==> src/line_delimited_rx_fifo_top_defines.svh <==
// Assertion macros used by the line receive FIFO datapath.
`ifndef LINE_DELIMITED_RX_FIFO_TOP_DEFINES_SVH
`define LINE_DELIMITED_RX_FIFO_TOP_DEFINES_SVH

// Same-cycle implication, disabled during reset.
`define LDRX_ASSERT_IMPL(lbl, clk, rst_n, ante, cons) \
  lbl: assert property (@(posedge clk) disable iff (!rst_n) (ante) |-> (cons)) \
    else $error("ldrx assertion failed");

// Next-cycle implication, disabled during reset.
`define LDRX_ASSERT_NEXT(lbl, clk, rst_n, ante, cons) \
  lbl: assert property (@(posedge clk) disable iff (!rst_n) (ante) |=> (cons)) \
    else $error("ldrx assertion failed");

`endif

==> src/ldrx_pkg.sv <==
`timescale 1ns / 1ps

package ldrx_pkg;

  // Default sizing
  localparam int DEPTH_DEF    = 256;
  localparam int MAX_LINE_DEF = 64;

  // Field widths
  localparam int BYTE_W = 8;
  localparam int MODE_W = 2;
  localparam int LEN_W  = 7;
  localparam int STAT_W = 2;
  localparam int FILL_W = 9;

  localparam logic [BYTE_W-1:0] DELIM_RESET = 8'd10;

  // Operation codes
  localparam logic [MODE_W-1:0] MODE_PUSH  = 2'd0;
  localparam logic [MODE_W-1:0] MODE_POP   = 2'd1;
  localparam logic [MODE_W-1:0] MODE_LINE  = 2'd2;
  localparam logic [MODE_W-1:0] MODE_CLEAR = 2'd3;

  // Result status codes
  localparam logic [STAT_W-1:0] ST_OK      = 2'd0;
  localparam logic [STAT_W-1:0] ST_NO_LINE = 2'd1;
  localparam logic [STAT_W-1:0] ST_DROPPED = 2'd2;

  typedef struct packed {
    logic [MODE_W-1:0] mode;
    logic [BYTE_W-1:0] data_byte;
    logic [LEN_W-1:0]  max_length;
  } in_item_t;

  typedef struct packed {
    logic [BYTE_W-1:0] out_byte;
    logic              last;
    logic [STAT_W-1:0] status;
    logic [LEN_W-1:0]  line_length;
    logic [FILL_W-1:0] fill_count;
    logic              is_empty;
    logic              is_full;
  } out_item_t;

  // Controller commands to the datapath
  typedef enum logic [3:0] {
    CMD_NONE,
    CMD_LOAD,
    CMD_PUSH,
    CMD_CLEAR,
    CMD_POP_RD,
    CMD_POP_EM,
    CMD_SCAN,
    CMD_DECIDE,
    CMD_LINE
  } cmd_t;

  // Controller states
  typedef enum logic [2:0] {
    S_IDLE,
    S_PUSH,
    S_CLEAR,
    S_POP_RD,
    S_POP_EM,
    S_SCAN,
    S_DECIDE,
    S_LINE
  } state_t;

  // Datapath status to the controller
  typedef struct packed {
    logic empty;
    logic scan_done;
    logic line_go;
    logic line_done;
  } dp_sts_t;

endpackage

==> src/ldrx_ctrl.sv <==
`timescale 1ns / 1ps

module ldrx_ctrl import ldrx_pkg::*; (
  input  logic              clk,
  input  logic              rst_n,
  input  logic              start,
  input  logic [MODE_W-1:0] mode,
  input  dp_sts_t           sts,
  output logic              busy,
  output cmd_t              cmd
);

  state_t state_r, state_nxt;

  // State register
  always_ff @(posedge clk) begin
    if (!rst_n) begin
      state_r <= S_IDLE;
    end else begin
      state_r <= state_nxt;
    end
  end

  // Next state
  always_comb begin
    state_nxt = state_r;
    unique case (state_r)
      S_IDLE: begin
        if (start) begin
          unique case (mode)
            MODE_PUSH:  state_nxt = S_PUSH;
            MODE_POP:   state_nxt = S_POP_RD;
            MODE_CLEAR: state_nxt = S_CLEAR;
            MODE_LINE:  state_nxt = sts.empty ? S_DECIDE : S_SCAN;
            default:    state_nxt = S_IDLE;
          endcase
        end
      end
      S_PUSH:   state_nxt = S_IDLE;
      S_CLEAR:  state_nxt = S_IDLE;
      S_POP_RD: state_nxt = sts.empty ? S_IDLE : S_POP_EM;
      S_POP_EM: state_nxt = S_IDLE;
      S_SCAN: begin
        if (sts.scan_done) state_nxt = S_DECIDE;
      end
      S_DECIDE: state_nxt = sts.line_go ? S_LINE : S_IDLE;
      S_LINE: begin
        if (sts.line_done) state_nxt = S_IDLE;
      end
      default:  state_nxt = S_IDLE;
    endcase
  end

  // Outputs
  always_comb begin
    busy = (state_r != S_IDLE);
    cmd  = CMD_NONE;
    unique case (state_r)
      S_IDLE:   cmd = start ? CMD_LOAD : CMD_NONE;
      S_PUSH:   cmd = CMD_PUSH;
      S_CLEAR:  cmd = CMD_CLEAR;
      S_POP_RD: cmd = CMD_POP_RD;
      S_POP_EM: cmd = CMD_POP_EM;
      S_SCAN:   cmd = CMD_SCAN;
      S_DECIDE: cmd = CMD_DECIDE;
      S_LINE:   cmd = CMD_LINE;
      default:  cmd = CMD_NONE;
    endcase
  end

endmodule

==> src/ldrx_dp.sv <==
`timescale 1ns / 1ps

`include "line_delimited_rx_fifo_top_defines.svh"

module ldrx_dp import ldrx_pkg::*; #(
  parameter int DEPTH    = DEPTH_DEF,
  parameter int MAX_LINE = MAX_LINE_DEF,
  localparam int AW = (DEPTH > 1) ? $clog2(DEPTH) : 1,
  localparam int CW = $clog2(DEPTH + 1),
  localparam int MW = (CW > LEN_W) ? CW : LEN_W
) (
  input  logic              clk,
  input  logic              rst_n,
  input  logic              cfg_wr_en,
  input  logic [BYTE_W-1:0] cfg_wr_data,
  input  in_item_t          in_item,
  input  cmd_t              cmd,
  output dp_sts_t           sts,
  output logic              out_valid,
  output out_item_t         out_item
);

  function automatic logic [AW-1:0] next_slot(input logic [AW-1:0] i);
    return (i == AW'(DEPTH - 1)) ? '0 : i + AW'(1);
  endfunction

  // Byte store
  logic [BYTE_W-1:0] store_mem [DEPTH];
  logic              mem_we;
  logic [AW-1:0]     mem_wa;
  logic [BYTE_W-1:0] mem_wd;
  logic              rd_en;
  logic [AW-1:0]     rd_addr;
  logic [BYTE_W-1:0] rdata_r;

  // Registers
  logic [BYTE_W-1:0] delim_r;
  in_item_t          item_r, item_nxt;
  logic [AW-1:0]     wr_r, wr_nxt;
  logic [AW-1:0]     rd_r, rd_nxt;
  logic [CW-1:0]     held_r, held_nxt;
  logic [AW-1:0]     scan_addr_r, scan_addr_nxt;
  logic [CW-1:0]     issued_r, issued_nxt;
  logic [CW-1:0]     seen_r, seen_nxt;
  logic              cmp_v_r, cmp_v_nxt;
  logic              found_r, found_nxt;
  logic [CW-1:0]     dist_r, dist_nxt;
  logic [LEN_W-1:0]  n_r, n_nxt;
  logic [LEN_W-1:0]  iss_n_r, iss_n_nxt;
  logic [LEN_W-1:0]  emit_n_r, emit_n_nxt;
  logic              emv_r, emv_nxt;
  logic              out_valid_r, out_valid_nxt;
  out_item_t         out_r, out_nxt;

  // Scan and line-decision terms
  logic              hit;
  logic              last_cmp;
  logic [LEN_W-1:0]  lim_raw;
  logic [LEN_W-1:0]  lim;
  logic [CW-1:0]     avail;
  logic [MW-1:0]     n_w;
  logic              fail;
  logic              line_last;

  // Emission fields
  logic              emit;
  logic [BYTE_W-1:0] o_byte;
  logic              o_last;
  logic [STAT_W-1:0] o_status;
  logic [LEN_W-1:0]  o_len;

  assign hit       = cmp_v_r && (rdata_r == delim_r);
  assign last_cmp  = cmp_v_r && ((seen_r + CW'(1)) == held_r);
  assign lim_raw   = (item_r.max_length != '0) ? item_r.max_length - LEN_W'(1) : '0;
  assign lim       = (lim_raw > LEN_W'(MAX_LINE)) ? LEN_W'(MAX_LINE) : lim_raw;
  assign avail     = found_r ? dist_r : held_r;
  assign n_w       = (MW'(lim) < MW'(avail)) ? MW'(lim) : MW'(avail);
  assign fail      = (held_r == '0) || (!found_r && (held_r != CW'(DEPTH)));
  assign line_last = emv_r && ((emit_n_r + LEN_W'(1)) == n_r);

  assign sts.empty     = (held_r == '0);
  assign sts.scan_done = hit || last_cmp;
  assign sts.line_go   = !fail && (lim != '0);
  assign sts.line_done = line_last;

  // Next-value logic per command
  always_comb begin
    item_nxt      = item_r;
    wr_nxt        = wr_r;
    rd_nxt        = rd_r;
    held_nxt      = held_r;
    scan_addr_nxt = scan_addr_r;
    issued_nxt    = issued_r;
    seen_nxt      = seen_r;
    cmp_v_nxt     = cmp_v_r;
    found_nxt     = found_r;
    dist_nxt      = dist_r;
    n_nxt         = n_r;
    iss_n_nxt     = iss_n_r;
    emit_n_nxt    = emit_n_r;
    emv_nxt       = emv_r;
    mem_we        = 1'b0;
    mem_wa        = wr_r;
    mem_wd        = item_r.data_byte;
    rd_en         = 1'b0;
    rd_addr       = rd_r;
    emit          = 1'b0;
    o_byte        = '0;
    o_last        = 1'b1;
    o_status      = ST_OK;
    o_len         = '0;

    unique case (cmd)
      CMD_LOAD: begin
        item_nxt      = in_item;
        scan_addr_nxt = rd_r;
        issued_nxt    = '0;
        seen_nxt      = '0;
        cmp_v_nxt     = 1'b0;
        found_nxt     = 1'b0;
        dist_nxt      = '0;
      end
      CMD_PUSH: begin
        emit = 1'b1;
        if (held_r < CW'(DEPTH)) begin
          mem_we   = 1'b1;
          wr_nxt   = next_slot(wr_r);
          held_nxt = held_r + CW'(1);
        end else begin
          o_status = ST_DROPPED;
        end
      end
      CMD_CLEAR: begin
        emit     = 1'b1;
        wr_nxt   = '0;
        rd_nxt   = '0;
        held_nxt = '0;
      end
      CMD_POP_RD: begin
        if (held_r != '0) begin
          rd_en    = 1'b1;
          rd_nxt   = next_slot(rd_r);
          held_nxt = held_r - CW'(1);
        end else begin
          emit = 1'b1;
        end
      end
      CMD_POP_EM: begin
        emit   = 1'b1;
        o_byte = rdata_r;
      end
      CMD_SCAN: begin
        // read one slot ahead, compare the slot read last cycle
        if (issued_r < held_r) begin
          rd_en         = 1'b1;
          rd_addr       = scan_addr_r;
          scan_addr_nxt = next_slot(scan_addr_r);
          issued_nxt    = issued_r + CW'(1);
          cmp_v_nxt     = 1'b1;
        end else begin
          cmp_v_nxt = 1'b0;
        end
        if (cmp_v_r) begin
          seen_nxt = seen_r + CW'(1);
          if (hit) begin
            found_nxt = 1'b1;
            dist_nxt  = seen_r + CW'(1);
          end
        end
      end
      CMD_DECIDE: begin
        if (fail) begin
          emit     = 1'b1;
          o_status = ST_NO_LINE;
        end else if (lim == '0) begin
          emit = 1'b1;
        end else begin
          n_nxt      = LEN_W'(n_w);
          held_nxt   = held_r - CW'(n_w);
          iss_n_nxt  = '0;
          emit_n_nxt = '0;
          emv_nxt    = 1'b0;
        end
      end
      CMD_LINE: begin
        // pop pipeline: issue a read, emit its byte next cycle
        if (iss_n_r < n_r) begin
          rd_en     = 1'b1;
          rd_nxt    = next_slot(rd_r);
          iss_n_nxt = iss_n_r + LEN_W'(1);
          emv_nxt   = 1'b1;
        end else begin
          emv_nxt = 1'b0;
        end
        if (emv_r) begin
          emit       = 1'b1;
          emit_n_nxt = emit_n_r + LEN_W'(1);
          o_byte     = rdata_r;
          o_last     = line_last;
          o_len      = line_last ? n_r : '0;
        end
      end
      default: begin
      end
    endcase

    out_valid_nxt          = emit;
    out_nxt.out_byte       = o_byte;
    out_nxt.last           = o_last;
    out_nxt.status         = o_status;
    out_nxt.line_length    = o_len;
    out_nxt.fill_count     = FILL_W'(held_nxt);
    out_nxt.is_empty       = (held_nxt == '0);
    out_nxt.is_full        = (held_nxt == CW'(DEPTH));
  end

  // Memory write and registered read
  always_ff @(posedge clk) begin
    if (mem_we) store_mem[mem_wa] <= mem_wd;
    if (rd_en) rdata_r <= store_mem[rd_addr];
  end

  // Control state
  always_ff @(posedge clk) begin
    if (!rst_n) begin
      delim_r     <= DELIM_RESET;
      wr_r        <= '0;
      rd_r        <= '0;
      held_r      <= '0;
      cmp_v_r     <= 1'b0;
      emv_r       <= 1'b0;
      out_valid_r <= 1'b0;
    end else begin
      if (cfg_wr_en) delim_r <= cfg_wr_data;
      wr_r        <= wr_nxt;
      rd_r        <= rd_nxt;
      held_r      <= held_nxt;
      cmp_v_r     <= cmp_v_nxt;
      emv_r       <= emv_nxt;
      out_valid_r <= out_valid_nxt;
    end
  end

  // Payload and working registers
  always_ff @(posedge clk) begin
    item_r      <= item_nxt;
    scan_addr_r <= scan_addr_nxt;
    issued_r    <= issued_nxt;
    seen_r      <= seen_nxt;
    found_r     <= found_nxt;
    dist_r      <= dist_nxt;
    n_r         <= n_nxt;
    iss_n_r     <= iss_n_nxt;
    emit_n_r    <= emit_n_nxt;
    out_r       <= out_nxt;
  end

  assign out_valid = out_valid_r;
  assign out_item  = out_r;

  // Checks
  `LDRX_ASSERT_IMPL(a_held_range, clk, rst_n, 1'b1, held_r <= CW'(DEPTH))
  `LDRX_ASSERT_IMPL(a_mid_line_ok, clk, rst_n, out_valid_r && !out_r.last, out_r.status == ST_OK)
  `LDRX_ASSERT_IMPL(a_len_on_last, clk, rst_n, out_valid_r && (out_r.line_length != '0), out_r.last)
  `LDRX_ASSERT_IMPL(a_drop_full, clk, rst_n, out_valid_r && (out_r.status == ST_DROPPED), out_r.is_full)

endmodule

==> src/line_delimited_rx_fifo_top.sv <==
`timescale 1ns / 1ps

// Channel   Ports                        Handshake
// input     in_item (mode, byte, max)    start high while busy low
// result    out_item                     out_valid strobe, one cycle each
// config    cfg_wr_en, cfg_wr_data       written on any edge with cfg_wr_en, out of reset
//
// Push, pop, clear: load, then a result state; a held-byte pop reads, then emits.
// Read line: a scan up to the first delimiter (at most fill_count stored bytes)
//   at one byte per cycle through the single registered memory read port, a
//   decision state, then one result per popped byte, or a single result when
//   no line is popped. An empty buffer skips the scan.
// Synchronous active-low reset empties the buffer and sets the delimiter to 10.
// Results cannot be stalled; busy drops once the final result is registered.

module line_delimited_rx_fifo_top import ldrx_pkg::*; #(
  parameter int DEPTH    = DEPTH_DEF,
  parameter int MAX_LINE = MAX_LINE_DEF
) (
  input  logic              clk,
  input  logic              rst_n,
  input  logic              start,
  output logic              busy,
  input  in_item_t          in_item,
  output logic              out_valid,
  output out_item_t         out_item,
  input  logic              cfg_wr_en,
  input  logic [BYTE_W-1:0] cfg_wr_data
);

  cmd_t    cmd;
  dp_sts_t sts;

  ldrx_ctrl u_ctrl (
    .clk   (clk),
    .rst_n (rst_n),
    .start (start),
    .mode  (in_item.mode),
    .sts   (sts),
    .busy  (busy),
    .cmd   (cmd)
  );

  ldrx_dp #(
    .DEPTH    (DEPTH),
    .MAX_LINE (MAX_LINE)
  ) u_dp (
    .clk         (clk),
    .rst_n       (rst_n),
    .cfg_wr_en   (cfg_wr_en),
    .cfg_wr_data (cfg_wr_data),
    .in_item     (in_item),
    .cmd         (cmd),
    .sts         (sts),
    .out_valid   (out_valid),
    .out_item    (out_item)
  );

endmodule

==> config.mk <==
export PLATFORM = sky130hd
export DESIGN_NAME = line_delimited_rx_fifo_top
export DESIGN_NICKNAME = d
export VERILOG_FILES = /design/src/ldrx_pkg.sv /design/src/ldrx_ctrl.sv /design/src/ldrx_dp.sv /design/src/line_delimited_rx_fifo_top.sv
export VERILOG_INCLUDE_DIRS = /design/src /design/src/src
export SDC_FILE = /design/constraint.sdc
export NUM_CORES = 2
export LEC_CHECK = 0
export BUFFER_PORTS_ARGS = -buffer_cell sky130_fd_sc_hd__buf_2
export CORE_MARGIN = 2
export CORE_UTILIZATION = 51
export CTS_BUF_LIST = sky130_fd_sc_hd__clkbuf_4
export DETAILED_ROUTE_END_ITERATION = 10
export PLACE_DENSITY_LB_ADDON = 0.08
export SYNTH_ARGS = -nofsm -noshare
export SYNTH_HDL_FRONTEND = slang
export SYNTH_SLANG_ARGS = --single-unit
==> constraint.sdc <==
create_clock -name clk -period 7.5 [get_ports clk]
set_clock_uncertainty 0.05 [all_clocks]
set_input_delay 0.75 -clock clk [delete_from_list [all_inputs] [get_ports clk]]
set_output_delay 0.75 -clock clk [all_outputs]
set_load 0.02 [all_outputs]
==> impl_metrics.py <==
metrics = {
    "cts": {
        "cts_root_buf": "clkbuf_4",
        "numCtsBuffers": 595,
        "clock_latency_ns": 1.35,
        "cts_max_path_buffers": 4,
        "htreeDepth": 6,
        "clkTransAtPathRegs_ns": 0.07,
        "cts_tree": "built",
        "clock_sinks": 2196,
        "cts_setup_buffers": 0,
    },
    "routing": {
        "drc": 0,
        "routed_wl_um": 312000,
        "routed_via_density": 6.57,
        "wl_per_cell_um": 31.1,
        "via_count": 65797,
        "ant_nets": 0,
        "first_pass_iters": 7,
        "drtIter0Drc": 9828,
    },
    "yosys": {
        "synth-edff-count": 2128,
        "synth_nets": 6945,
        "yosysMostFrequentCell": "edfxtp_1",
        "ys_async_sr_fraction": 0,
        "yosys.area.top_type": "edfxtp_1",
        "synth_area_leaders": "edfxtp_1 69%, nand3_1 4.4%, o21ai_0 3.0%",
        "yosysSeqAreaShare": 0.705,
        "synth_top_area_frac": 0.690,
        "mappedNetlistArea_um2": 92600,
        "synth.avg_cell_area_um2": 13.5,
        "synth_cells": 6869,
        "yosysUniqueCellTypes": 95,
        "synth_ff_type": "edfxtp_1",
        "yosys_register_bits": 2196,
        "ys_top_cells_by_count": "2128 x edfxtp_1, 814 x nand3_1, 552 x o21ai_0",
        "yosysWarnings": 0,
    },
    "min_path": {
        "hold_class": "in2reg",
    },
    "power_and_ir_drop": {
        "leakage_nw": 34.5,
        "sw_frac_of_total": 0.300,
        "p_clk_frac": 0.332,
        "p_int_mw": 22.1,
        "combPwrFrac": 0.176,
        "power_frac_seq": 0.492,
        "p_total_mw": 31.5,
        "vdd_ir_drop_max_v": 0.000590,
        "switchingPower_mw": 9.45,
        "power.density_nw_per_um2": 304,
    },
    "finish": {
        "finalNonFillerCells": 10010,
        "nNetsFinal": 7330,
        "drive_gt1_frac": 0.182,
        "area_growth_syn_to_layout_pct": 12.0,
    },
    "sta": {
        "fin_setup_tns_ns": 0,
        "worst_pin_slew_ns": 1.44,
        "rsz0062_at_grt": "false",
        "clock.fmax_mhz": 152,
        "min_period_over_period": 0.877,
        "fin_hold_ws_ns": 0.197,
        "min_period_ns": 6.58,
        "finalSetupViolCount": 0,
        "hold_viol": 0,
        "max-slew-margin-rel": 0.0295,
        "drv_slew": 0,
    },
    "die": {
        "die_w_um": 430,
        "dieHeight_um": 430,
        "initial_core_util": 0.513,
        "core_area_um2": 181000,
        "io_pins": 60,
        "fp.dieArea_um2": 185000,
        "rows": 156,
    },
    "grt": {
        "grt_pass1_vias": 63063,
        "grt_first_pass_wirelength_um": 445000,
        "grt_max_degree": 217,
        "grt.total_usage": 0.332,
        "antenna_found_initial": 18,
        "grt_overflow_total": 0,
    },
    "placement": {
        "dp.cells": 8976,
        "place_congestion": 0.932,
        "dp_hpwl_um": 188000,
        "portBuffers": 59,
    },
    "run_status": {
        "status": "complete, no violations",
    },
    "critical_path": {
        "cp-start-kind": "register",
        "required_ns": 8.51,
        "crit_type": "reg2reg",
        "worstPathArrival_ns": 7.59,
        "endpoint_kind": "register",
        "cp_max_fo": 35,
    },
    "job": {
        "max_cap_violations": 0,
    },
}
==> layer usage <==
metal  up-vias  global-route usage  part of all wire
met2      4134               0.486              0.44
li1      27854                   -                 -
met3       742              0.0917              0.12
met4        18               0.154             0.045
met5         -                   0           0.00050
met1     33049               0.461              0.39
==> repair_timing <==
item                                   CTS  global route
endpoints found under the hold margin   43             0
hold buffers                            51             0
setup endpoints to repair                0             0
gates resized for setup                  0             0
==> placed cells by master (no fill, tap or decap), drive strengths merged, types with 27 or more instances in the layout <==
| cell | count |
|---|---|
| edfxtp | 2128 |
| clkbuf | 877 |
| nand3 | 816 |
| o21ai | 557 |
| nand2 | 439 |
| nor2 | 402 |
| a21oi | 311 |
| buf | 286 |
| mux2i | 160 |
| a211oi | 130 |
| nand2b | 125 |
| a31oi | 96 |
| nand4 | 84 |
| clkinv | 76 |
| o22ai | 72 |
| dfxtp | 68 |
| and3 | 60 |
| mux4 | 58 |
| mux2 | 58 |
| inv | 55 |
| a311oi | 52 |
| a22oi | 51 |
| dlygate4sd3 | 51 |
| ha | 46 |
| a32oi | 41 |
| nor3 | 38 |
| o41ai | 38 |
| nor4 | 37 |
| xor2 | 35 |
| xnor2 | 31 |
| o2111ai | 31 |
| nor2b | 28 |
| a221oi | 28 |
| a41oi | 27 |
==> stage by stage <==
stage / cell area, um^2 / setup WS [ns] / util
CTS: 104000 / 1.10 / 0.574
global placement: 96000 / 1.21 / 0.532
floorplan: 92600 / 1.80 / -
global route: 104000 / 0.893 / 0.574
detailed placement: 96000 / 1.09 / 0.532
finish: 104000 / 0.922 / 0.574
==> state kept, by name, indices dropped and copies added, names as in the netlist, 8 cells and up <==
name              flops
u_dp.delim_r          8
u_dp.dist_r           9
u_dp.held_r           9
u_dp.issued_r         9
u_dp.mem_wa           8
u_dp.mem_wd           8
u_dp.out_item        29
u_dp.rd_r             8
u_dp.rdata_r          8
u_dp.scan_addr_r      8
u_dp.seen_r           9
u_dp.store_mem     2048
==> final timing paths <==
kind | startpoint | to | slack [ns] | depth (start not counted)
setup / recovery | u_ctrl.state_r[0]$_SDFFE_PN0P_ | u_dp.rdata_r[0]$_DFFE_PP_ | 0.92 | 14
hold / removal | in_item[7] | u_dp.mem_wd[0]$_DFFE_PP_ | 0.20 | 2
setup reg to reg | u_ctrl.state_r[0]$_SDFFE_PN0P_ | u_dp.rdata_r[0]$_DFFE_PP_ | 0.92 | 14
hold reg to reg | u_ctrl.state_r[0]$_SDFFE_PN0P_ | u_ctrl.state_r[0]$_SDFFE_PN0P_ | 0.46 | 2
==> power by group through the flow <==
| stage | Sequential [mW] | Clock [mW] | Combinational (mW) |
|---|---|---|---|
| 2_1_floorplan | 16.6 | 0 | 2.45 |
| 3_3_place_gp | 15.7 | 0 | 5.34 |
| 3_5_place_dp | 15.7 | 0 | 5.42 |
| 4_1_cts | 15.5 | 10.6 | 5.46 |
| 5_1_grt | 15.5 | 11.2 | 5.87 |
| 6_report | 15.5 | 10.5 | 5.54 |
==> final cells by class <==
type / instances / area [um^2]
fillers: 14655 / 76800
flip-flops and latches: 2196 / 65300
multi-input cells: 4083 / 25100
clock buffers: 877 / 6580
repair buffers: 337 / 3000
well taps: 2370 / 2970
clock inverters: 99 / 583
inverters: 41 / 154
diodes: 7 / 17.5
==> kinds of logic (layout without fill, tap and decap cells) <==
logic type                 Yosys count  in the layout  share of synthesized area
AOI/OAI and AO/OA                 1578           1578                      0.108
muxes                              276            276                     0.0386
buffers and inverters              590           1354                     0.0263
other                                1              8                  0.0000405
and+or+nand+nor                   2115           2115                      0.110
adders and majority gates           47             47                    0.00643
xor gates and xnor gates            66             66                    0.00624
DFF                               2196           2196                      0.705
==> critical path, cell delays in order (launching register included) <==
cell     delay (ns)
dfxtp_1        0.39
inv_1          0.08
ha_1           0.28
o31ai_1        0.47
o21ai_1        0.24
nand4_1        0.40
buf_4          0.61
nor3_1         0.29
o22ai_4        0.83
buf_4          0.37
a21oi_1        0.07
o41ai_1        1.08
nand4_1        0.22
nor4_1         0.75
nand3_1        0.14
Note: power is estimated with default switching activity, not from simulation.
